===== src/rtl/bpfs_pkg.sv =====
package bpfs_pkg;

  // Stack geometry. Entries are indexed with just enough bits for the depth.
  localparam int STACK_DEPTH = 1024;
  localparam int IDX_W       = (STACK_DEPTH > 1) ? $clog2(STACK_DEPTH) : 1;

  // Field widths.
  localparam int CNT_W  = 11;
  localparam int ADDR_W = 64;
  localparam int SIZE_W = 16;
  localparam int BLK_W  = SIZE_W + 1;

  // Configuration port geometry: four registers at a stride of eight bytes.
  localparam int REG_IDX_W = 2;
  localparam int PADDR_W   = REG_IDX_W + 3;
  localparam int PDATA_W   = 64;

  localparam logic [REG_IDX_W-1:0] REG_BASE  = 2'd0;
  localparam logic [REG_IDX_W-1:0] REG_SIZE  = 2'd1;
  localparam logic [REG_IDX_W-1:0] REG_ALIGN = 2'd2;
  localparam logic [REG_IDX_W-1:0] REG_NBUF  = 2'd3;

  localparam logic [1:0] CMD_INIT = 2'd0;
  localparam logic [1:0] CMD_GET  = 2'd1;
  localparam logic [1:0] CMD_PUT  = 2'd2;

  localparam logic [1:0] ST_OK       = 2'd0;
  localparam logic [1:0] ST_DEPLETED = 2'd1;
  localparam logic [1:0] ST_EMPTY    = 2'd2;

  typedef struct packed {
    logic [ADDR_W-1:0] region_base;
    logic [SIZE_W-1:0] buffer_size;
    logic [SIZE_W-1:0] buffer_alignment;
    logic [CNT_W-1:0]  num_buffers;
  } cfg_t;

endpackage


===== src/rtl/bpfs_rem_div.sv =====
module bpfs_rem_div import bpfs_pkg::*; (
  input  logic              clk,
  input  logic              rst,
  input  logic              start,
  input  logic [ADDR_W-1:0] dividend,
  input  logic [SIZE_W-1:0] divisor,
  output logic              done,
  output logic [SIZE_W-1:0] remainder
);

  localparam int DCNT_W = $clog2(ADDR_W + 1);

  logic [ADDR_W-1:0] dvd;
  logic [SIZE_W-1:0] rem;
  logic [SIZE_W-1:0] dsr;
  logic [DCNT_W-1:0] cnt;
  logic              busy;
  logic [SIZE_W:0]   trial;
  logic [SIZE_W:0]   diff;
  logic [SIZE_W-1:0] rem_next;

  // Restoring division, one dividend bit per cycle; only the remainder is kept.
  always_comb begin
    trial    = {rem, dvd[ADDR_W-1]};
    diff     = trial - {1'b0, dsr};
    rem_next = (trial >= {1'b0, dsr}) ? diff[SIZE_W-1:0] : trial[SIZE_W-1:0];
  end

  always_ff @(posedge clk) begin
    if (rst) begin
      busy <= 1'b0;
      done <= 1'b0;
      cnt  <= '0;
    end else begin
      done <= 1'b0;
      if (start) begin
        busy <= 1'b1;
        cnt  <= DCNT_W'(ADDR_W);
      end else if (busy) begin
        cnt <= cnt - 1'b1;
        if (cnt == DCNT_W'(1)) begin
          busy <= 1'b0;
          done <= 1'b1;
        end
      end
    end
  end

  always_ff @(posedge clk) begin
    if (start) begin
      dvd <= dividend;
      rem <= '0;
      dsr <= divisor;
    end else if (busy) begin
      dvd <= {dvd[ADDR_W-2:0], 1'b0};
      rem <= rem_next;
    end
  end

  assign remainder = rem;

endmodule


===== config.mk =====
export PLATFORM = sky130hd
export DESIGN_NAME = bpfs_rem_div
export DESIGN_NICKNAME = d
export VERILOG_FILES = /design/src/rtl/bpfs_pkg.sv /design/src/rtl/bpfs_rem_div.sv
export SDC_FILE = /design/constraint.sdc
export NUM_CORES = 1
export LEC_CHECK = 0
export ABC_AREA = 1
export BUFFER_PORTS_ARGS = -buffer_cell sky130_fd_sc_hd__buf_2
export CAP_MARGIN = 10
export CELL_PAD_IN_SITES_DETAIL_PLACEMENT = 0
export CELL_PAD_IN_SITES_GLOBAL_PLACEMENT = 1
export CORE_MARGIN = 2
export CORE_UTILIZATION = 47
export CTS_BUF_LIST = sky130_fd_sc_hd__clkbuf_4
export DETAILED_ROUTE_END_ITERATION = 6
export HOLD_SLACK_MARGIN = 0.1
export PLACE_DENSITY = 0.95
export SETUP_SLACK_MARGIN = 0.4
export SLEW_MARGIN = 25
export SYNTH_ARGS = -nofsm -noshare
export SYNTH_HDL_FRONTEND = slang
export SYNTH_SLANG_ARGS = --single-unit

===== constraint.sdc =====
create_clock -name clk -period 5.4 [get_ports clk]
set_input_delay 0.81 -clock clk [delete_from_list [all_inputs] [get_ports clk]]
set_output_delay 0.81 -clock clk [all_outputs]
set_load 0.03 [all_outputs]

# Word-level counts from Yosys, hierarchy flattened

Index checks and enable logic that the tools add are counted.
W data, S select, Z words.

Input bits: 83
Word-level logic and storage cells: 24
Bits in registers: 105

Add/sub/neg operators: 2
Reductions and logical operators: 3
Magnitude comparators: 1
Bitwise operators: 1
Mux-type cells: 9
Equality and inequality tests: 1

Operator list:

| operator              | number |
|---|---|
| $mux W64              | 2 |
| $ge A17 B16 Y1        | 1 |
| $mux W16              | 1 |
| $sub A16 B16 Y16      | 1 |
| $mux W7               | 2 |
| $eq A7 B1 Y1 const B  | 1 |
| $sub A7 B1 Y7 const B | 1 |
| $mux W1               | 4 |
| $reduce_or A3 Y1      | 1 |
| $reduce_bool A2 Y1    | 1 |
| $reduce_or A2 Y1      | 1 |
| $not A1 Y1            | 1 |

# Depth between registers and ports, before layout

Depth in word-level cells: 4
Mapped depth: 14
Gate-level depth less buffers: 14

# Worst setup path after synthesis

OpenSTA, ideal clock, no wires.

Kind: input port to flip-flop
Start: input start
End: register dvd[0], enable pin
Arrival time: 2.534 ns
Required time: 4.977 ns
Stages: 3
Path slack: 2.443 ns
Path buffers: 1
Cell sequence: clkbuf_1 nor2_1 inv_1

Longest elaborated chain between the ends: 1

Ends and longest elaborated chain:

| element                      | RTL line           | source |
|---|---|---|
| start, declared              | bpfs_rem_div.sv:4  | `input logic start,` |
| $reduce_bool A2 Y1 (no line) | --                 |  |
| end signal, assigned         | bpfs_rem_div.sv:51 | `dvd <= dividend;` |
| end signal, assigned         | bpfs_rem_div.sv:55 | `dvd <= {dvd[ADDR_W-2:0], 1'b0};` |
| end, declared                | bpfs_rem_div.sv:13 | `logic [ADDR_W-1:0] dvd;` |

No other way between the ends.
A chain may end at the register's enable or synchronous reset.

==> results.cfg <==
[outcome]
run_status = finished, final reports clean

[timing]
worst_pin_slew_ns = 1.00
setup_tns_ns = 0
fmax_mhz = 443
final.setup_skew_ns = 0.0232
fin_ws_ns = 3.14
finalSetupViolCount = 0
maxSlewHeadroom_pct = 33.2
hold_viol = 0
min_period_ns = 2.26
slew_viol_final = 0
fin_crit_sh_pct = 41.8
rsz0062_at_grt = false

[detailed_routing]
drt_iter0_markers = 312
drt_pass1_iterations = 7
drt-wirelength-per-cell_um = 12.8
drc_errors = 0
ant_nets = 0
routed_wl_um = 11500
vias = 4343
vias_per_cell = 4.85

[final_layout]
utilization_pct = 54.7
final_common_cell = nand2_1
drive_gt1_share_pct = 22.3
final_cell_mix = 292 x nand2_1, 99 x buf_2, 80 x edfxtp_1
final_net_count = 850
antenna_cells = 0
area_growth_pct = 12.7
nFillCells = 1057

[die]
fp-row-count = 39
die_w_um = 113
io_pins = 100
die_h_um = 113
die-area_um2 = 12700
core_area_um2 = 11500
start_util_pct = 48.5

[cts]
clk-insertion-delay-late_ns = 0.44
numCtsBuffers = 9
numClockSinks = 105
h-tree-depth = 3
post_cts_buffers = 0
cts_tree = yes
cts_resized = 0
clockBufferDepth = 2
cts_root_buffer = clkbuf_4
clkSlewWorstSetupHoldPaths_ns = 0.16
holdBufCountCts = 0

[run]
cap_violations = 0

[power]
power_density_nw_per_um2 = 245
power_uw = 1540
vdd_ir_drop_max_mv = 0.128
leakagePower_uw = 0.00315

[synth]
synth-seq-area-share_pct = 52.2
yosys_warnings = 0
ys_seq_elements = 105
syn_area_um2 = 5570
synthDistinctLibCells = 37
synth_nets = 756
avgSynthCellArea_um2 = 8.51
synthesis.instances = 654

[global_routing]
grt_usage_pct = 18.4
antenna_found_initial = 0
grt_max_degree = 72
grt_pass1_vias = 4168
grt_pass1_wl_um = 19000
grt_overflow_total = 0

[placed_design]
hpwl_um = 8300
pre_cts_ws_ns = 2.73
gp_congestion = 0.852
port-buffer-count = 99

[critical_path]
crit_arrival_ns = 2.63
cp.required_ns = 5.78
crit_fanout = 66
cp-end-kind = flip-flop
start_kind = input port
setup.worst_path.class = input port to flip-flop

[hold_path]
hp-class = flip-flop to flip-flop
[path summary, 6_finish.rpt]
| path | start | to | slack (ns) | depth (start not counted) |
|---|---|---|---|---|
| max | start | remainder[3]$_SDFFE_PP0P_ | 3.14 | 5 |
| min | cnt[6]$_SDFFE_PP0P_ | cnt[6]$_SDFFE_PP0P_ | 0.48 | 2 |
| max reg2reg | remainder[9]$_SDFFE_PP0P_ | remainder[3]$_SDFFE_PP0P_ | 3.34 | 12 |
| min reg2reg | cnt[6]$_SDFFE_PP0P_ | cnt[6]$_SDFFE_PP0P_ | 0.48 | 2 |
[kinds of logic after synthesis]
group,synth area share (%)
fa+ha+maj,4.41
flops,52.2
simple gates,32.7
xor+xnor,1.26
buf+inv,6.83
compound gates,2.68
[cell type report]
cell class | count | area, µm² | area share [%]
inverter | 74 | 278 | 4.43
tap | 143 | 179 | 2.85
clock inverter | 7 | 52.6 | 0.837
sequential | 105 | 2900 | 46.3
multi-input combinational | 457 | 2280 | 36.4
timing repair buffer | 101 | 510 | 8.14
clock buffer | 9 | 67.6 | 1.08
[flip-flops by register name (all words and copies together) (netlist names)]
| name | cells |
|---|---|
| dsr | 16 |
| cnt | 7 |
| busy | 1 |
| dvd | 64 |
| done | 1 |
| remainder | 16 |
[critical path, stage by stage]
cell and delay [ns]:
buf_2 0.24, buf_4 0.38, nor2_2 0.86, nand3_1 0.18
o21ai_1 0.12
[Yosys cell counts, drive strengths merged]
cell type  instances  area (µm²)
ha                18         225
or2                3        18.8
edfxtp            80        2400
o21ai             11        55.1
inv               72         270
nand3b             8        60.1
xnor2              6        52.6
nor2              25         123
nand2            308        1210
nand4              4        25.0
and2               3        20.0
dfxtp             25         500
nor3               7        51.3
buf                3        36.3
fa                 1        20.0
a21oi             18        93.8
clkbuf            15        66.3
xor2               2        17.5
nand3             43         305
clkinv             2        7.51
[power by group]
group	switching (µW)	leakage [µW]	internal, µW	total, µW
sequential	21.3	0.00102	947	968
combinational	126	0.00207	74.4	200
clock	269	0.0000580	97.9	366
total	416	0.00315	1120	1540
[layer usage]
metal | track usage [%] | vias up | share of wire, %
li1 | - | 2266 | -
met1 | 24.6 | 1939 | 47
met2 | 31.0 | 130 | 46
met3 | 3.70 | 8 | 6.0
met4 | 4.15 | 0 | 0.93
met5 | 0 | - | 0
[metrics by stage]
| step | instances | instance area (µm²) | hold WS [ns] |
|---|---|---|---|
| floorplan | 654 | 5570 | 0.438 |
| global placement | 880 | 6150 | 0.450 |
| detailed placement | 880 | 6150 | 0.465 |
| CTS | 896 | 6270 | 0.486 |
| global route | 896 | 6270 | 0.482 |
| finish | 896 | 6270 | 0.480 |
No activity file was read; power rests on OpenSTA's default activity.
