`config.mk`:
```
export PLATFORM = sky130hd
export DESIGN_NAME = bpfs_cfg_regs
export DESIGN_NICKNAME = d
export VERILOG_FILES = /design/src/rtl/bpfs_pkg.sv /design/src/rtl/bpfs_cfg_regs.sv
export SDC_FILE = /design/constraint.sdc
export NUM_CORES = 1
export LEC_CHECK = 0
export BUFFER_PORTS_ARGS = -buffer_cell sky130_fd_sc_hd__buf_2
export CAP_MARGIN = 20
export CELL_PAD_IN_SITES_DETAIL_PLACEMENT = 1
export CELL_PAD_IN_SITES_GLOBAL_PLACEMENT = 2
export CORE_ASPECT_RATIO = 1.25
export CORE_UTILIZATION = 28
export CTS_CLUSTER_DIAMETER = 30
export CTS_CLUSTER_SIZE = 10
export DETAILED_ROUTE_END_ITERATION = 8
export PLACE_DENSITY = 0.84
export SYNTH_ARGS = -nofsm -noshare
export SYNTH_HDL_FRONTEND = slang
export SYNTH_SLANG_ARGS = --single-unit
```
`constraint.sdc`:
```
create_clock -name clk -period 2.7 [get_ports clk]
set_input_delay 0.54 -clock clk [delete_from_list [all_inputs] [get_ports clk]]
set_output_delay 0.54 -clock clk [all_outputs]
set_load 0.02 [all_outputs]
```
`src/rtl/bpfs_pkg.sv`:
```
package bpfs_pkg;

  // Stack geometry. Entries are indexed with just enough bits for the depth.
  localparam int STACK_DEPTH = 1024;
  localparam int IDX_W       = (STACK_DEPTH > 1) ? $clog2(STACK_DEPTH) : 1;

  // Field widths.
  localparam int CNT_W  = 11;
  localparam int ADDR_W = 64;
  localparam int SIZE_W = 16;
  localparam int BLK_W  = SIZE_W + 1;

  // Configuration port geometry: four registers at a stride of eight bytes.
  localparam int REG_IDX_W = 2;
  localparam int PADDR_W   = REG_IDX_W + 3;
  localparam int PDATA_W   = 64;

  localparam logic [REG_IDX_W-1:0] REG_BASE  = 2'd0;
  localparam logic [REG_IDX_W-1:0] REG_SIZE  = 2'd1;
  localparam logic [REG_IDX_W-1:0] REG_ALIGN = 2'd2;
  localparam logic [REG_IDX_W-1:0] REG_NBUF  = 2'd3;

  localparam logic [1:0] CMD_INIT = 2'd0;
  localparam logic [1:0] CMD_GET  = 2'd1;
  localparam logic [1:0] CMD_PUT  = 2'd2;

  localparam logic [1:0] ST_OK       = 2'd0;
  localparam logic [1:0] ST_DEPLETED = 2'd1;
  localparam logic [1:0] ST_EMPTY    = 2'd2;

  typedef struct packed {
    logic [ADDR_W-1:0] region_base;
    logic [SIZE_W-1:0] buffer_size;
    logic [SIZE_W-1:0] buffer_alignment;
    logic [CNT_W-1:0]  num_buffers;
  } cfg_t;

endpackage

```
`src/rtl/bpfs_cfg_regs.sv`:
```
module bpfs_cfg_regs import bpfs_pkg::*; (
  input  logic               clk,
  input  logic               rst,
  input  logic               psel,
  input  logic               penable,
  input  logic               pwrite,
  input  logic [PADDR_W-1:0] paddr,
  input  logic [PDATA_W-1:0] pwdata,
  output logic [PDATA_W-1:0] prdata,
  output logic               pready,
  output cfg_t               cfg
);

  logic [REG_IDX_W-1:0] reg_sel;
  logic                 wr_fire;

  assign reg_sel = paddr[PADDR_W-1:3];
  assign wr_fire = psel && penable && pwrite;
  assign pready  = 1'b1;

  always_ff @(posedge clk) begin
    if (rst) begin
      cfg.region_base      <= '0;
      cfg.buffer_size      <= SIZE_W'(64);
      cfg.buffer_alignment <= SIZE_W'(8);
      cfg.num_buffers      <= '0;
    end else if (wr_fire) begin
      case (reg_sel)
        REG_BASE:  cfg.region_base      <= pwdata;
        REG_SIZE:  cfg.buffer_size      <= pwdata[SIZE_W-1:0];
        REG_ALIGN: cfg.buffer_alignment <= pwdata[SIZE_W-1:0];
        REG_NBUF:  cfg.num_buffers      <= pwdata[CNT_W-1:0];
        default: begin
        end
      endcase
    end
  end

  always_comb begin
    case (reg_sel)
      REG_BASE:  prdata = cfg.region_base;
      REG_SIZE:  prdata = PDATA_W'(cfg.buffer_size);
      REG_ALIGN: prdata = PDATA_W'(cfg.buffer_alignment);
      REG_NBUF:  prdata = PDATA_W'(cfg.num_buffers);
      default:   prdata = '0;
    endcase
  end

endmodule

```
Word level (Yosys, flattened, before mapping)
Index checks and enable logic that the tools add are counted.

Flip-flop bits (word level): 107. Bits in latches: 0. Bits in writable memories: 0. ROM bits: 0. Word-level logic and storage cells: 15. Memories: 0.

Add/subtract/negate cells: 0. Multiply operators: 0. Div/mod/pow operators: 0. $lt $le $gt $ge: 0. Equality and inequality tests: 3. Shifts and indexed selects: 0. Multiplexer cells: 1. Bitwise logic cells: 0. Reduce and logical (&&, ||, !) cells: 7.

Operator list (number): one-hot mux 64 bit (4 select lines) (1); AND reduction 2 bit (4); equality test 2 bit (second input constant) (2); equality test 2 x 1 -> 1 bit (second input constant) (1); logical AND 1 bit (2); zero test 2 bit (1).

Depth between registers and ports, before layout
Gate-level depths: netlist of the first run.

Depth after elaboration: 3. Mapped depth: 6. Mapped depth without buffers: 3.

Worst setup path after synthesis of the first run
No wires, ideal clock.

Path type: input port to output port. Start point: input port paddr[3]. End point: output port prdata[0]. Data arrival time: 1.437 ns. Data required time: 2.160 ns. Setup slack: 0.723 ns. Stages on the path: 3. Buffers on the path: 2. Cell sequence: buf_6 buf_6 mux4_2.

Longest elaborated chain between the ends: 2. Elaborated cells between the ends (all ways): 5.

RTL lines: start: declaration (RTL line bpfs_cfg_regs.sv:7) `input logic [PADDR_W-1:0] paddr,`; equality test 2 bit (tied with other cells) (RTL line bpfs_cfg_regs.sv:40) `case (reg_sel)`; one-hot mux 64 bit (4 select lines) * (RTL line bpfs_cfg_regs.sv:40); end: declaration (RTL line bpfs_cfg_regs.sv:9) `output logic [PDATA_W-1:0] prdata,`.

Every way passes the cells marked *; elsewhere a longest branch is shown, timed or not.

Worst setup path after layout of the first run
Start point: input port paddr[4]. End point: output port prdata[13].

The elaborated chain is that of the path after synthesis.

==> results list, run 1 <==
* Maximum level of the CTS H-tree: 3
- Unrepaired setup endpoints after global routing: no
- Clock-pin slew was measured on the worst setup and hold paths at approximately 0.080 ns.
* Initial Utilization: between 20% and 30%
- Net total in the final layout: 828
- Slowest cell on the critical path: sky130_fd_sc_hd__nor2b_2
- Routability-driven placement congestion ratio: around 0.7
* Maximum clock rate: about 470 MHz
- Of the available clock period, the critical path in the final layout requires 79.4%.
- Kind of path behind the tightest hold check: in -> reg
* Critical path capture point type: output port
* Gate Count Post-Synth: 539
* Register area share after synthesis: around two fifths
- Detailed-route via count: about 4700
- Along the worst hold path, the cell count comes to 3.
- Static leakage: between 3 and 4 nW
- Number of buffers added to fix hold violations after cts: 0
- In this run, synthesis inferred 0 flip-flops with an integrated enable.
- The first global-routing pass estimated around 24000 microns of wire.
* Final min period: approximately 2.1 ns
- The setup path with the least slack is of type in -> out.
- Regs by FF count: cfg x107
- 0 antenna diodes ended up in the layout.
- For the worst-skew pair, the clock arrives at the later sink with an insertion delay of about 0.35 ns.
- Measured against its own limit, the worst slew margin works out to between 50% and 60%.
* Distinct cell type count after synthesis: 24
- Biggest register: cfg
- Filler Cell Count: ~2200
- R2R setup slack: 1.96 ns
- Routed wire per std cell: between 15 and 20 microns
- During I/O placement, the number of pins put on the boundary was around 250.
- Clock skew on the completed layout was measured at 0 ns.
- The Yosys step of the flow raised 0 warnings.
- The worst hold path begins at pwdata[34].
- After global routing the overflow that remains totals 0.
- When the netlist entered floorplanning its net count stood at 613.
- Number of DRC markers in iteration 0: ~250
- Vias in the first global route: around 4500
- Number of antenna violations at the first check in global routing: 0
* Detailed-route vias per instance: 4.72
- Mapped Area: 5160 sq um
* Area overhead of the layout relative to synthesis: 33.1%
- The run finished with clean final reports.
- The cell that appears most often on the critical path is sky130_fd_sc_hd__buf_2.
- Number of max-slew violations in the final report: 0
- Final hold viol count: 0
- The synthesized design spends more area on one cell type than any other, namely sky130_fd_sc_hd__dfxtp_1.
- Clock root buffer master: sky130_fd_sc_hd__clkbuf_16
* Die Wd: roughly 120 microns
* Number of buffers added for setup after CTS: 0
- Pin count of the biggest net entering global routing: 81
- Clock tree from TritonCTS: done
- Sorting the synthesized cells by how often they occur yields 107 x sky130_fd_sc_hd__dfxtp_1, 106 x sky130_fd_sc_hd__nand2b_1, 82 x sky130_fd_sc_hd__o21ai_1.
- End of the worst register-to-register path: cfg[34]
- Summed over all layers, the routed wires come to 16000 microns.
- Average cell area after synthesis: ~9.6 sq um
- Post-synth top area share: about 41%
* Total placed cells including tap cells: roughly 1000
* Register cell area after layout: around 2100 sq um
* Worst r2r src: cfg[34]
* Most instantiated library cell after synthesis: sky130_fd_sc_hd__dfxtp_1
* Sequence of cells on the critical path: buf_2 -> nor2b_2 -> nand2_1 -> o21ai_1 -> buf_2
- Arr. time, crit path: about 1.6 ns
- Port buffering added between 200 and 250 buffers.
* Worst IR Drop VDD: 0.253 mV
- Flip-flop cell with the highest count after synthesis: sky130_fd_sc_hd__dfxtp_1
* Overall track demand over capacity in global routing: 16.6%
* R2R cell count: 3
- Total DRC errors in the routed layout: 0
* Setup Total Neg Slack: 0 ns
* FF+latch count, synth: between 100 and 150
- The worst setup path is launched from an input pin.
- Power per Cell Area: a little under 500 nW/um^2
- Fraction of layout instances using a drive strength above 1: between 30% and 40%
- Setup violations remaining at the end of the flow were counted as 0.
* DP Wirelength: 11200 microns
- For the pin with the worst max-slew slack, the measured transition is slightly above 0.6 ns.
- Async set or reset register ratio after synthesis: 0%
* Largest register FFs: roughly 110
- Cell types with the largest area share after synthesis: sky130_fd_sc_hd__dfxtp_1 41%, sky130_fd_sc_hd__nand2b_1 13%, sky130_fd_sc_hd__mux2i_1 9.5%
- The region available for standard cell placement spans 18100 sq um.
- On the worst path, the slowest cell contributes a delay of between 0.4 and 0.5 ns.
- Clock buffer depth: 2
- Post-CTS repair changed the size of 0 cells.
- Of all nets on the critical path, the largest fanout is 12.
* Max-cap viol count: 0
- Site row count: 55
- The floorplan step set the die height to approximately 150 microns.
* Worst path required time: around 2.2 ns
- TritonCTS created 9 clock buffers.
- The multi-input combinational cells in the finished layout cover a total of about 2700 sq um.
- Final std cells w/o fill: 987
* Clock sink count: roughly 110
- Worst hold path endpoint: cfg[77]
- The first detailed-routing pass ran for 4 iterations.
* Post-detailed-route count of antenna-violating nets: 0
- Die area: 19000 sq um
## per-stage QoR
stage / cell area (sq um) / power, mW / utilization, % / hold slack [ns] / setup WS [ns]
after floorplan: 5160 / 1.85 / - / 0.547 / 0.723
after global placement: 6560 / 1.98 / 36.2 / 0.460 / 0.548
after detailed placement: 6560 / 1.98 / 36.2 / 0.464 / 0.540
after CTS: 6870 / 3.41 / 38.0 / 0.437 / 0.538
after global routing: 6870 / 3.49 / 38.0 / 0.453 / 0.442
final: 6870 / 3.36 / 38.0 / 0.451 / 0.557
## critical path, delay by kind of cell
| family | cells | cell delay [ns] |
|---|---|---|
| AOI/OAI and AO/OA | 1 | 0.09 |
| buffers and inverters | 2 | 0.44 |
| and+or+nand+nor | 2 | 0.53 |
## power breakdown
group	total (mW)	internal (mW)	switching (mW)
sequential	1.61	1.60	0.0157
combinational	0.325	0.140	0.185
clock	1.42	0.768	0.656
## final cells by class
class | count | area share, %
multi-input cells | 378 | 39.9
flip-flops and latches | 107 | 31.2
repair buffers | 258 | 20.2
well taps | 228 | 4.15
clock buffers | 10 | 3.48
clock inverters | 6 | 1.15
## how the worst max path moves through the flow
stage                  start         end  slack [ns]
global route        paddr[4]  prdata[11]        0.44
CTS                 paddr[4]  prdata[13]        0.54
global placement    paddr[4]  prdata[11]        0.55
detailed placement  paddr[4]     cfg[13]        0.54
floorplan           paddr[3]   prdata[0]        0.72
finish              paddr[4]  prdata[13]        0.56
## routing by layer
layer / vias to the layer above / global-route usage [%] / wire, microns
met2: 159 / 28.7 / 7700
met1: 2213 / 20.4 / 6980
met5: - / 0 / 0
met3: 12 / 3.15 / 1120
met4: 0 / 5.51 / 222
li1: 2276 / - / -
## layout by cell type, fill, tap and decap left out, types with 2 or more instances in the layout
| cell type | Yosys | final |
|---|---|---|
| sky130_fd_sc_hd__clkbuf_16 | 0 | 9 |
| sky130_fd_sc_hd__buf_4 | 1 | 14 |
| sky130_fd_sc_hd__buf_12 | 0 | 4 |
| sky130_fd_sc_hd__inv_8 | 0 | 2 |
| sky130_fd_sc_hd__o21ai_1 | 82 | 82 |
| sky130_fd_sc_hd__dfxtp_1 | 107 | 107 |
| sky130_fd_sc_hd__nand4b_1 | 48 | 48 |
| sky130_fd_sc_hd__nand2_1 | 5 | 5 |
| sky130_fd_sc_hd__buf_2 | 17 | 240 |
| sky130_fd_sc_hd__mux2i_1 | 49 | 49 |
| sky130_fd_sc_hd__and2_1 | 49 | 48 |
| sky130_fd_sc_hd__nor2b_1 | 15 | 15 |
| sky130_fd_sc_hd__inv_6 | 0 | 2 |
| sky130_fd_sc_hd__mux4_2 | 11 | 11 |
| sky130_fd_sc_hd__nand2b_1 | 106 | 106 |
| sky130_fd_sc_hd__nor2_1 | 4 | 4 |
## cells by family (layout without fill, tap and decap cells)
| family | Yosys count | in the layout | share of synthesized area (%) |
|---|---|---|---|
| AO/OA/AOI/OAI | 83 | 83 | 8.04 |
| buffers and inverters | 54 | 274 | 5.57 |
| flip-flops | 107 | 107 | 41.5 |
| multiplexers | 60 | 60 | 14.3 |
| other | 1 | 1 | 0.0726 |
| AND/OR/NAND/NOR | 234 | 234 | 30.5 |
Power figures use the tool's default switching activity.
==> run 2: changes to the inputs <==
--- a/config.mk
+++ b/config.mk
@@ -5,16 +5,17 @@
 export SDC_FILE = /design/constraint.sdc
 export NUM_CORES = 1
 export LEC_CHECK = 0
+export ABC_AREA = 1
 export BUFFER_PORTS_ARGS = -buffer_cell sky130_fd_sc_hd__buf_2
 export CAP_MARGIN = 20
 export CELL_PAD_IN_SITES_DETAIL_PLACEMENT = 1
 export CELL_PAD_IN_SITES_GLOBAL_PLACEMENT = 2
 export CORE_ASPECT_RATIO = 1.25
-export CORE_UTILIZATION = 28
+export CORE_UTILIZATION = 23
 export CTS_CLUSTER_DIAMETER = 30
 export CTS_CLUSTER_SIZE = 10
 export DETAILED_ROUTE_END_ITERATION = 8
-export PLACE_DENSITY = 0.84
+export PLACE_DENSITY = 0.81
 export SYNTH_ARGS = -nofsm -noshare
 export SYNTH_HDL_FRONTEND = slang
 export SYNTH_SLANG_ARGS = --single-unit
==> constraint.sdc (replaced) <==
create_clock -name clk -period 2.2 [get_ports clk]
set_input_delay 0.44 -clock clk [delete_from_list [all_inputs] [get_ports clk]]
set_output_delay 0.44 -clock clk [all_outputs]
set_load 0.02 [all_outputs]
==> run 2 against run 1 <==
Cell area up 2.4%. Cell count up 37%. Flip-flop and latch count unchanged. Clock skew unchanged.
==> results list, run 2 <==
- Outcome: finished, final reports clean (unchanged).
* Final hold viol count: 0 (unchanged)
- The most common cell after layout, fill and taps aside was sky130_fd_sc_hd__nor2_1 (was sky130_fd_sc_hd__buf_2).
- Maximum clock rate: 518 MHz
- The number of unique standard cell types used by synthesis came to 19 (was 24).
- The register area share after synthesis came to 41.1% (was 41.5%).
* Post-layout util: 31.7% (was 38.0%)
- The cell taking the most area after synthesis is sky130_fd_sc_hd__dfxtp_1 (unchanged).
* Critical path capture point type: output port (unchanged)
- Switch Pwr: 1.21 mW (was 857 uW)
- Multiplexer area fraction after synthesis: 0% (was 14.3%)
* Most frequent cell on the critical path: sky130_fd_sc_hd__buf_2 (unchanged)
- The max-capacitance violation count is 0 (unchanged).
- Routability-driven placement congestion ratio: 0.720 (was 0.707)
- Pin count of the biggest net entering global routing: 108 (was 81)
* Final setup violation count: 0 (unchanged)
- First-pass GRT wire length: 28700 microns (was 24500 microns)
- Sequence of cells on the critical path: buf_2 -> inv_2 -> nand2_2 -> buf_12 -> nor2_1 -> buf_2 (was buf_2 -> nor2b_2 -> nand2_1 -> o21ai_1 -> buf_2)
- Largest clock skew in the final design: 0 ns (unchanged)
- The filler-free cell count of the finished design is 1349 (was 987).
- The count of buffers from port buffering is 241 (unchanged).
- Number of buffers created by CTS: 9 (unchanged)
- Clock sink count: 107 (unchanged)
- Overall track demand over capacity in global routing: 15.9% (was 16.6%)
- Wire length after detailed routing: 18400 microns (was 16000 microns)
- Placeable core region: 22200 sq um (was 18100 sq um)
- R2R setup slack: 1.56 ns (was 1.96 ns)
- Number of buffers and inverters on the critical path: 4 (was 2)
- Cell types with the largest area share after synthesis: sky130_fd_sc_hd__dfxtp_1 41%, sky130_fd_sc_hd__nor2_1 19%, sky130_fd_sc_hd__nand2_1 12% (was sky130_fd_sc_hd__dfxtp_1 41%, sky130_fd_sc_hd__nand2b_1 13%, sky130_fd_sc_hd__mux2i_1 9.5%).
- Biggest register: cfg (unchanged)
- Unrepaired setup endpoints after global routing: no (unchanged)
- Async set or reset register ratio after synthesis: 0% (unchanged)
* Least-Margin Pin Slew: 0.529 ns (was 0.621 ns)
* CTS resizes: 0 (unchanged)
* Detailed-route via count: 5712 (was 4660)
- Detailed-route vias per instance: 4.23 (was 4.72)
- The sum of negative setup slack is 0 ns (unchanged).
* Number of buffers added to fix hold violations after cts: 0 (unchanged)
- The static leakage power is 3.66 nW (was 3.28 nW).
* Routed wire per std cell: 13.6 microns (was 16.2 microns)
* Top library cells by usage in the layout, fill and taps aside: 259 x sky130_fd_sc_hd__nor2_1, 241 x sky130_fd_sc_hd__buf_2, 170 x sky130_fd_sc_hd__nand2_1 (was 240 x sky130_fd_sc_hd__buf_2, 107 x sky130_fd_sc_hd__dfxtp_1, 106 x sky130_fd_sc_hd__nand2b_1)
- Xor-xnor portion of the synthesized cell area: 0% (unchanged)
- The half-perimeter wire length after detailed placement came to 13000 microns (was 11200 microns).
* Fraction of the mapped netlist area in compound gates: 0.192% (was 8.04%)
- The total count of max-transition violations in the final report is 0 (unchanged).
- Clock tree from TritonCTS: done (unchanged)
* Worst path required time: 1.76 ns (was 2.16 ns)
- Total DRC errors in the routed layout: 0 (unchanged)
- Post-detailed-route count of antenna-violating nets: 0 (unchanged)
* Die Wd: 137 microns (was 123 microns)
- Vias in the first global route: 5396 (was 4453)
- Post-route clock period utilization: ~90%
- Kind of path behind the tightest hold check: in -> reg (unchanged)
- Net total in the final layout: 1135 (was 828)
- Maximum level of the CTS H-tree: 3 (unchanged)
- Initial Utilization: 23.5% (was 28.5%)
- The setup slack after layout came to 0.270 ns (was 0.557 ns).
- The post-synth design cell area is 5220 sq um (was 5160 sq um).
* Proportion of power drawn by the clock network: 38.4% (was 42.4%)
- FF+latch count, synth: 107 (unchanged)
* Ranking of synthesized cells by instance count: 262 x sky130_fd_sc_hd__nor2_1, 170 x sky130_fd_sc_hd__nand2_1, 114 x sky130_fd_sc_hd__inv_1 (was 107 x sky130_fd_sc_hd__dfxtp_1, 106 x sky130_fd_sc_hd__nand2b_1, 82 x sky130_fd_sc_hd__o21ai_1)
- Worst-path clk slew: 0.08 ns (about the same)
- The count of flip-flops with a built-in enable after synthesis was 0 (unchanged).
- The total power consumption of the routed design was 4.18 mW (was 3.36 mW).
- The sequential share of power came to 48.2% (was 48.0%).
- The area of the die is 23300 sq um (was 19000 sq um).
* Power per Cell Area: 594 nW/um^2 (was 489 nW/um^2)
* Total placed cells including tap cells: 1333 (was 971)
- Subtracting the final worst setup slack from the clock period gives between 1.5 and 2 ns.
- The maximum clock path buffer count was 2 (unchanged).
- The sort of element at the start of the critical path was an input pin (unchanged).
- Average cell area after synthesis: 6.20 sq um (was 9.58 sq um)
- The placement-stage worst setup slack was 0.224 ns (was 0.540 ns).
- The number of top-level pins is 246 (unchanged).
- The area share of the largest cell type after synthesis is 41.1% (was 41.5%).
- The cell with the biggest individual delay on the critical path is sky130_fd_sc_hd__nand2_2 (was sky130_fd_sc_hd__nor2b_2).
- The category of the most critical setup path is in -> out (unchanged).
- The fraction of power spent switching nets is 29.0% (was 25.5%).
- TritonRoute pass-1 iters: 4 (unchanged)
- The proportion of layout cells with a drive suffix above 1 is 27.2% (was 38.3%).
* Cell internal pwr: 2.97 mW (was 2.51 mW)
- The initial DRC count is 163 (was 247).
- The logic gate share of total power is 13.4% (was 9.7%).
- Maximum net fanout on the critical path: 20 (was 12)
- Gate Count Post-Synth: 841 (was 539)
- The share of synthesized cell area in full adder, half adder and majority cells is 0% (unchanged).
- Most instantiated library cell after synthesis: sky130_fd_sc_hd__nor2_1 (was sky130_fd_sc_hd__dfxtp_1)
- The largest family of logic cells by synthesized area is simple AND/OR/NAND/NOR gates (unchanged).
- The data arrival time at the worst-slack endpoint came to 1.49 ns (was 1.60 ns).
- The kind of cell adding the most delay to the critical path is buffers and inverters (was simple AND/OR/NAND/NOR gates).
* Number of buffers added for setup after CTS: 0 (unchanged)
* Regs by FF count: cfg x107 (unchanged)
* Slowest cell delay on critical path: 0.27 ns (was 0.44 ns)
* Simple-Gate Fraction of Synth Area: 44.4% (was 30.5%)
- The synthesis warning total was 0 (unchanged).
* Largest register FFs: 107 (unchanged)
* Post-Syn Nets: 915 (was 613)
- The number of inserted diodes came to 0 (unchanged).
* Worst IR Drop VDD: 0.323 mV (was 0.253 mV)
- The number of rows in the core area is 61 (was 55).
- The most instantiated flip-flop cell in the synthesis netlist was sky130_fd_sc_hd__dfxtp_1 (unchanged).
- The growth of design area from synthesis to finish came to 35.0% (was 33.1%).
* Number of antenna violations at the first check in global routing: 0 (unchanged)
* Later-pin clock latency in the skew report: 0.36 ns (was 0.35 ns)
- The final global-route overflow total was 0 (unchanged).
* Remaining max-slew budget at the tightest pin: 64.7% (was 58.5%)
- The cell at the root of the clock tree is sky130_fd_sc_hd__clkbuf_16 (unchanged).
- Chip height: 170 microns (was 154 microns)
## run 2: area by class of cell
type	count	area, sq um
fill	2949	15200
sequential	107	2140
multi-input combinational	564	2350
timing repair buffer	262	1480
tap	283	354
clock inverter	7	56.3
clock buffer	9	225
inverter	117	440
## run 2: worst register-to-register path, stage by stage (launching register included)
cell and delay (ns):
sky130_fd_sc_hd__dfxtp_1 0.38, sky130_fd_sc_hd__nor2_1 0.07, sky130_fd_sc_hd__nor2_1 0.13
## run 2: cells by family (layout without fill, tap and decap cells)
group                  count (synthesis)  count (layout)
AO/OA/AOI/OAI                          2               2
buffers and inverters                170             395
flip-flops                           107             107
other                                  1               1
AND/OR/NAND/NOR                      561             561
## run 2: layer usage
metal / vias to the layer above / routed length [microns] / global-route usage [%]
li1: 2949 / - / -
met1: 2602 / 7830 / 19.1
met2: 149 / 9270 / 28.3
met3: 12 / 1100 / 3.34
met4: 0 / 177 / 4.15
met5: - / 0 / 0
## run 2: power groups by stage
stage / Clock (mW) / Sequential [mW] / Combinational, mW
2_1_floorplan: 0 / 2.10 / 0.293
5_1_grt: 1.76 / 2.02 / 0.629
4_1_cts: 1.68 / 2.01 / 0.575
3_3_place_gp: 0 / 2.06 / 0.566
6_report: 1.61 / 2.01 / 0.561
3_5_place_dp: 0 / 2.06 / 0.574
## run 2: metrics by stage
step / area [sq um] / hold slack (ns)
after global placement: 6760 / 0.484
after CTS: 7040 / 0.304
after global routing: 7040 / 0.314
after detailed placement: 6760 / 0.492
after floorplan: 5220 / 0.566
final: 7040 / 0.318
## run 2: path summary, 6_finish.rpt
check / start / endpoint / cells after the start
hold reg to reg: cfg[92] / cfg[92] / 2
setup / recovery: paddr[3] / prdata[31] / 6
hold / removal: pwdata[3] / cfg[14] / 3
setup reg to reg: cfg[12] / cfg[12] / 2
==> run 3: changes to the inputs <==
--- a/config.mk
+++ b/config.mk
@@ -6,7 +6,7 @@
 export NUM_CORES = 1
 export LEC_CHECK = 0
 export ABC_AREA = 1
-export BUFFER_PORTS_ARGS = -buffer_cell sky130_fd_sc_hd__buf_2
+export BUFFER_PORTS_ARGS = -buffer_cell sky130_fd_sc_hd__buf_4
 export CAP_MARGIN = 20
 export CELL_PAD_IN_SITES_DETAIL_PLACEMENT = 1
 export CELL_PAD_IN_SITES_GLOBAL_PLACEMENT = 2
==> run 3 against run 2 <==
Routed wire length up 2.0%. Fmax up 4.3%. Worst hold slack worse by 0.0038 ns. Highest routed layer unchanged. Register-to-register slack worse by 0.02 ns. Critical endpoint is now prdata[40]. Largest power group unchanged. First-iteration DRC count up 3.7%.
==> results list, run 3 (synthesized netlist as in run 2, its figures left out) <==
- The number of cells on the worst hold path is 3 (unchanged).
* Initial Utilization: 23.5% (unchanged)
- Biggest register: cfg (unchanged)
- The die span in x is 137 microns (unchanged).
* Cell internal pwr: 3.02 mW (was 2.97 mW)
* Power per Cell Area: 553 nW/um^2 (was 594 nW/um^2)
* Clock tree from TritonCTS: done (unchanged)
- The number of gates given a new drive strength after cts came to 0 (unchanged).
- Net total in the final layout: 1132 (was 1135)
* I/O pin count: 246 (unchanged)
* Overall track demand over capacity in global routing: 16.2% (was 15.9%)
- The global-route wire length before repair was 29200 microns (was 28700 microns).
- Dpl ws: 0.298 ns (was 0.224 ns)
- Top library cells by usage in the layout, fill and taps aside: 259 x sky130_fd_sc_hd__nor2_1, 249 x sky130_fd_sc_hd__buf_4, 170 x sky130_fd_sc_hd__nand2_1 (was 259 x sky130_fd_sc_hd__nor2_1, 241 x sky130_fd_sc_hd__buf_2, 170 x sky130_fd_sc_hd__nand2_1).
- The number of clock sinks seen by CTS is 107 (unchanged).
- The half-perimeter wire length after detailed placement came to 13200 microns (was 13000 microns).
* Number of max-slew violations in the final report: 0 (unchanged)
- Slowest cell delay on critical path: 0.25 ns (was 0.27 ns)
- Post-route clock period utilization: 84.1% (was 87.7%)
- Maximum clock rate: 541 MHz (was 518 MHz)
- The maximum clock path buffer count is 2 (unchanged).
* Post-detailed-route count of antenna-violating nets: 0 (unchanged)
* Worst r2r src: cfg[16] (was cfg[12])
- Global-route congestion overflow total: 0 (unchanged)
* Least-Margin Pin Slew: 0.540 ns (was 0.529 ns)
* Critical path capture point type: output port (unchanged)
- The count of fill cells added during filler insertion is 2884 (was 2949).
- Antenna fix cells: 0 (unchanged)
* Slowest cell on the critical path: sky130_fd_sc_hd__buf_12 (was sky130_fd_sc_hd__nand2_2)
- Pin count of the biggest net entering global routing: 106 (was 108)
- The number of rows in the core area came to 61 (unchanged).
* Power Total: 4.22 mW (was 4.18 mW)
- The setup slack after layout was 0.350 ns (was 0.270 ns).
* Number of buffers added for setup after CTS: 0 (unchanged)
- End of the worst register-to-register path: cfg[16] (was cfg[12])
- Placeable core region: 22200 sq um (unchanged)
- Unrepaired setup endpoints after global routing: no (unchanged).
- The clock latency reported for the late side of the worst-skew pair was 0.35 ns (was 0.36 ns).
- Arr. time, crit path: 1.41 ns (was 1.49 ns)
- The sequential share of power is 47.8% (was 48.2%).
- The number of design rule violations left after detail routing is 0 (unchanged).
- Sw Share: 28.3% (was 29.0%)
* Area overhead of the layout relative to synthesis: 46.3% (was 35.0%)
* Maximum net fanout on the critical path: 24 (was 20)
* Worst hold path endpoint: cfg[14] (unchanged)
- Kind of path behind the tightest hold check: in -> reg (unchanged)
- Fraction of layout instances using a drive strength above 1: 26.9% (was 27.2%)
* Clock root buffer master: sky130_fd_sc_hd__clkbuf_16 (unchanged)
- Number of buffers and inverters on the critical path: 4 (unchanged)
- The most common cell after layout, fill and taps aside is sky130_fd_sc_hd__nor2_1 (unchanged).
- The length of the first detailed-routing pass in iterations came to 4 (unchanged).
* Number of antenna violations at the first check in global routing: 0 (unchanged)
- The sum of negative setup slack is 0 ns (unchanged).
* Post-layout util: 34.4% (was 31.7%)
* Total placed cells including tap cells: 1330 (was 1333)
- Number of DRC markers in iteration 0: 169 (was 163)
- Number of buffers created by CTS: 9 (unchanged)
- The number of endpoints with negative hold slack in the final report came to 0 (unchanged).
- The via count of the first global-routing pass is 5403 (was 5396).
- The placer congestion estimate was 0.726 (was 0.720).
* Largest clock skew in the final design: 0 ns (unchanged)
- The depth of the worst register-to-register path came to 2 (unchanged).
- Number of buffers added to fix hold violations after cts: 0 (unchanged)
- The slack of the worst reg-to-reg path was 1.54 ns (was 1.56 ns).
- Max-cap viol count: 0 (unchanged)
* Largest register FFs: 107 (unchanged)
* Sequence of cells on the critical path: buf_4 -> inv_2 -> nand2_2 -> buf_12 -> nor2_1 -> buf_4 (was buf_2 -> inv_2 -> nand2_2 -> buf_12 -> nor2_1 -> buf_2)
* Worst-path clk slew: 0.08 ns (about the same)
- The static leakage power came to 3.68 nW (was 3.66 nW).
* Detailed-route vias per instance: 4.28 (was 4.23)
- The H-tree level count came to 3 (unchanged).
* Remaining max-slew budget at the tightest pin: 64.0% (was 64.7%)
- Wire length after detailed routing: 18700 microns (was 18400 microns)
- Proportion of power drawn by the clock network: 37.4% (was 38.4%)
- Share of power burned in combinational logic: 14.8% (was 13.4%)
- Routed wire per std cell: 13.9 microns (was 13.6 microns)
* Final setup violation count: 0 (unchanged)
* Most frequent cell on the critical path: sky130_fd_sc_hd__buf_4 (was sky130_fd_sc_hd__buf_2)
* Top delay family on crit path: buffers and inverters (unchanged)
* Worst path required time: 1.76 ns (about the same)
- The net switching power came to 1.19 mW (was 1.21 mW).
- Regs by FF count: cfg x107 (unchanged)
- The category of the most critical setup path is in -> out (unchanged).
- The count of buffers from port buffering was 241 (unchanged).
- Worst IR Drop VDD: 0.322 mV (was 0.323 mV)
* Final std cells w/o fill: 1346 (was 1349)
- The count of vias placed by the detailed router is 5759 (was 5712).
- Die area: 23300 sq um (unchanged)
- The launch point of the worst hold path is pwdata[3] (unchanged).
- Outcome: finished, final reports clean (unchanged)
* Chip height: 170 microns (unchanged)
* Kind of launch point of the worst setup path: input pin (unchanged)
* Final min period: 1.85 ns (was 1.93 ns)
run 3: cell count changes in the layout (fill, tap and decap cells not counted), sizes merged:
cell,before,now
clkinvlp,0,2
clkbuf,9,10
buf,262,259
inv,120,118
clkinv,4,3
run 3: worst max-delay path by stage:
| stage | start | cells past startpoint | slack, ns | end |
|---|---|---|---|---|
| floorplan | paddr[3] | 5 | 0.54 | prdata[18] |
| global placement | paddr[3] | 6 | 0.30 | prdata[31] |
| detailed placement | paddr[3] | 6 | 0.30 | prdata[40] |
| CTS | paddr[3] | 6 | 0.29 | prdata[40] |
| global route | paddr[3] | 6 | 0.25 | prdata[42] |
| finish | paddr[3] | 6 | 0.35 | prdata[40] |
run 3: layout make-up:
cell class,count,area (sq um),area share (%)
multi-input cells,564,2350,30.8
flip-flops and latches,107,2140,28.1
repair buffers,259,2070,27.1
inverters,117,440,5.77
well taps,283,354,4.64
clock buffers,10,229,3.00
clock inverters,6,48.8,0.639
run 3: stage by stage:
stage                     hold slack, ns  area, sq um
final                              0.314         7630
after global routing               0.307         7630
after CTS                          0.302         7630
after detailed placement           0.497         7350
after global placement             0.491         7350
after floorplan                    0.566         5220
run 3: metal layers:
layer	vias up	wire (microns)	track usage, %
met5	-	0	0
met4	0	205	5.07
met3	10	997	2.59
met2	141	9500	29.4
met1	2668	8030	19.2
li1	2940	-	-
run 3: worst reg2reg max path: stages (launching register included):
cell                      delay, ns
sky130_fd_sc_hd__dfxtp_1       0.39
sky130_fd_sc_hd__nor2_1        0.06
sky130_fd_sc_hd__nor2_1        0.14
run 3: power groups by stage:
stage                     registers [mW]  clock network, mW  logic, mW
after detailed placement            2.06                  0      0.639
after CTS                           2.02               1.64      0.639
after global routing                2.02               1.73      0.694
after floorplan                     2.10                  0      0.293
after global placement              2.06                  0      0.633
final                               2.02               1.58      0.625
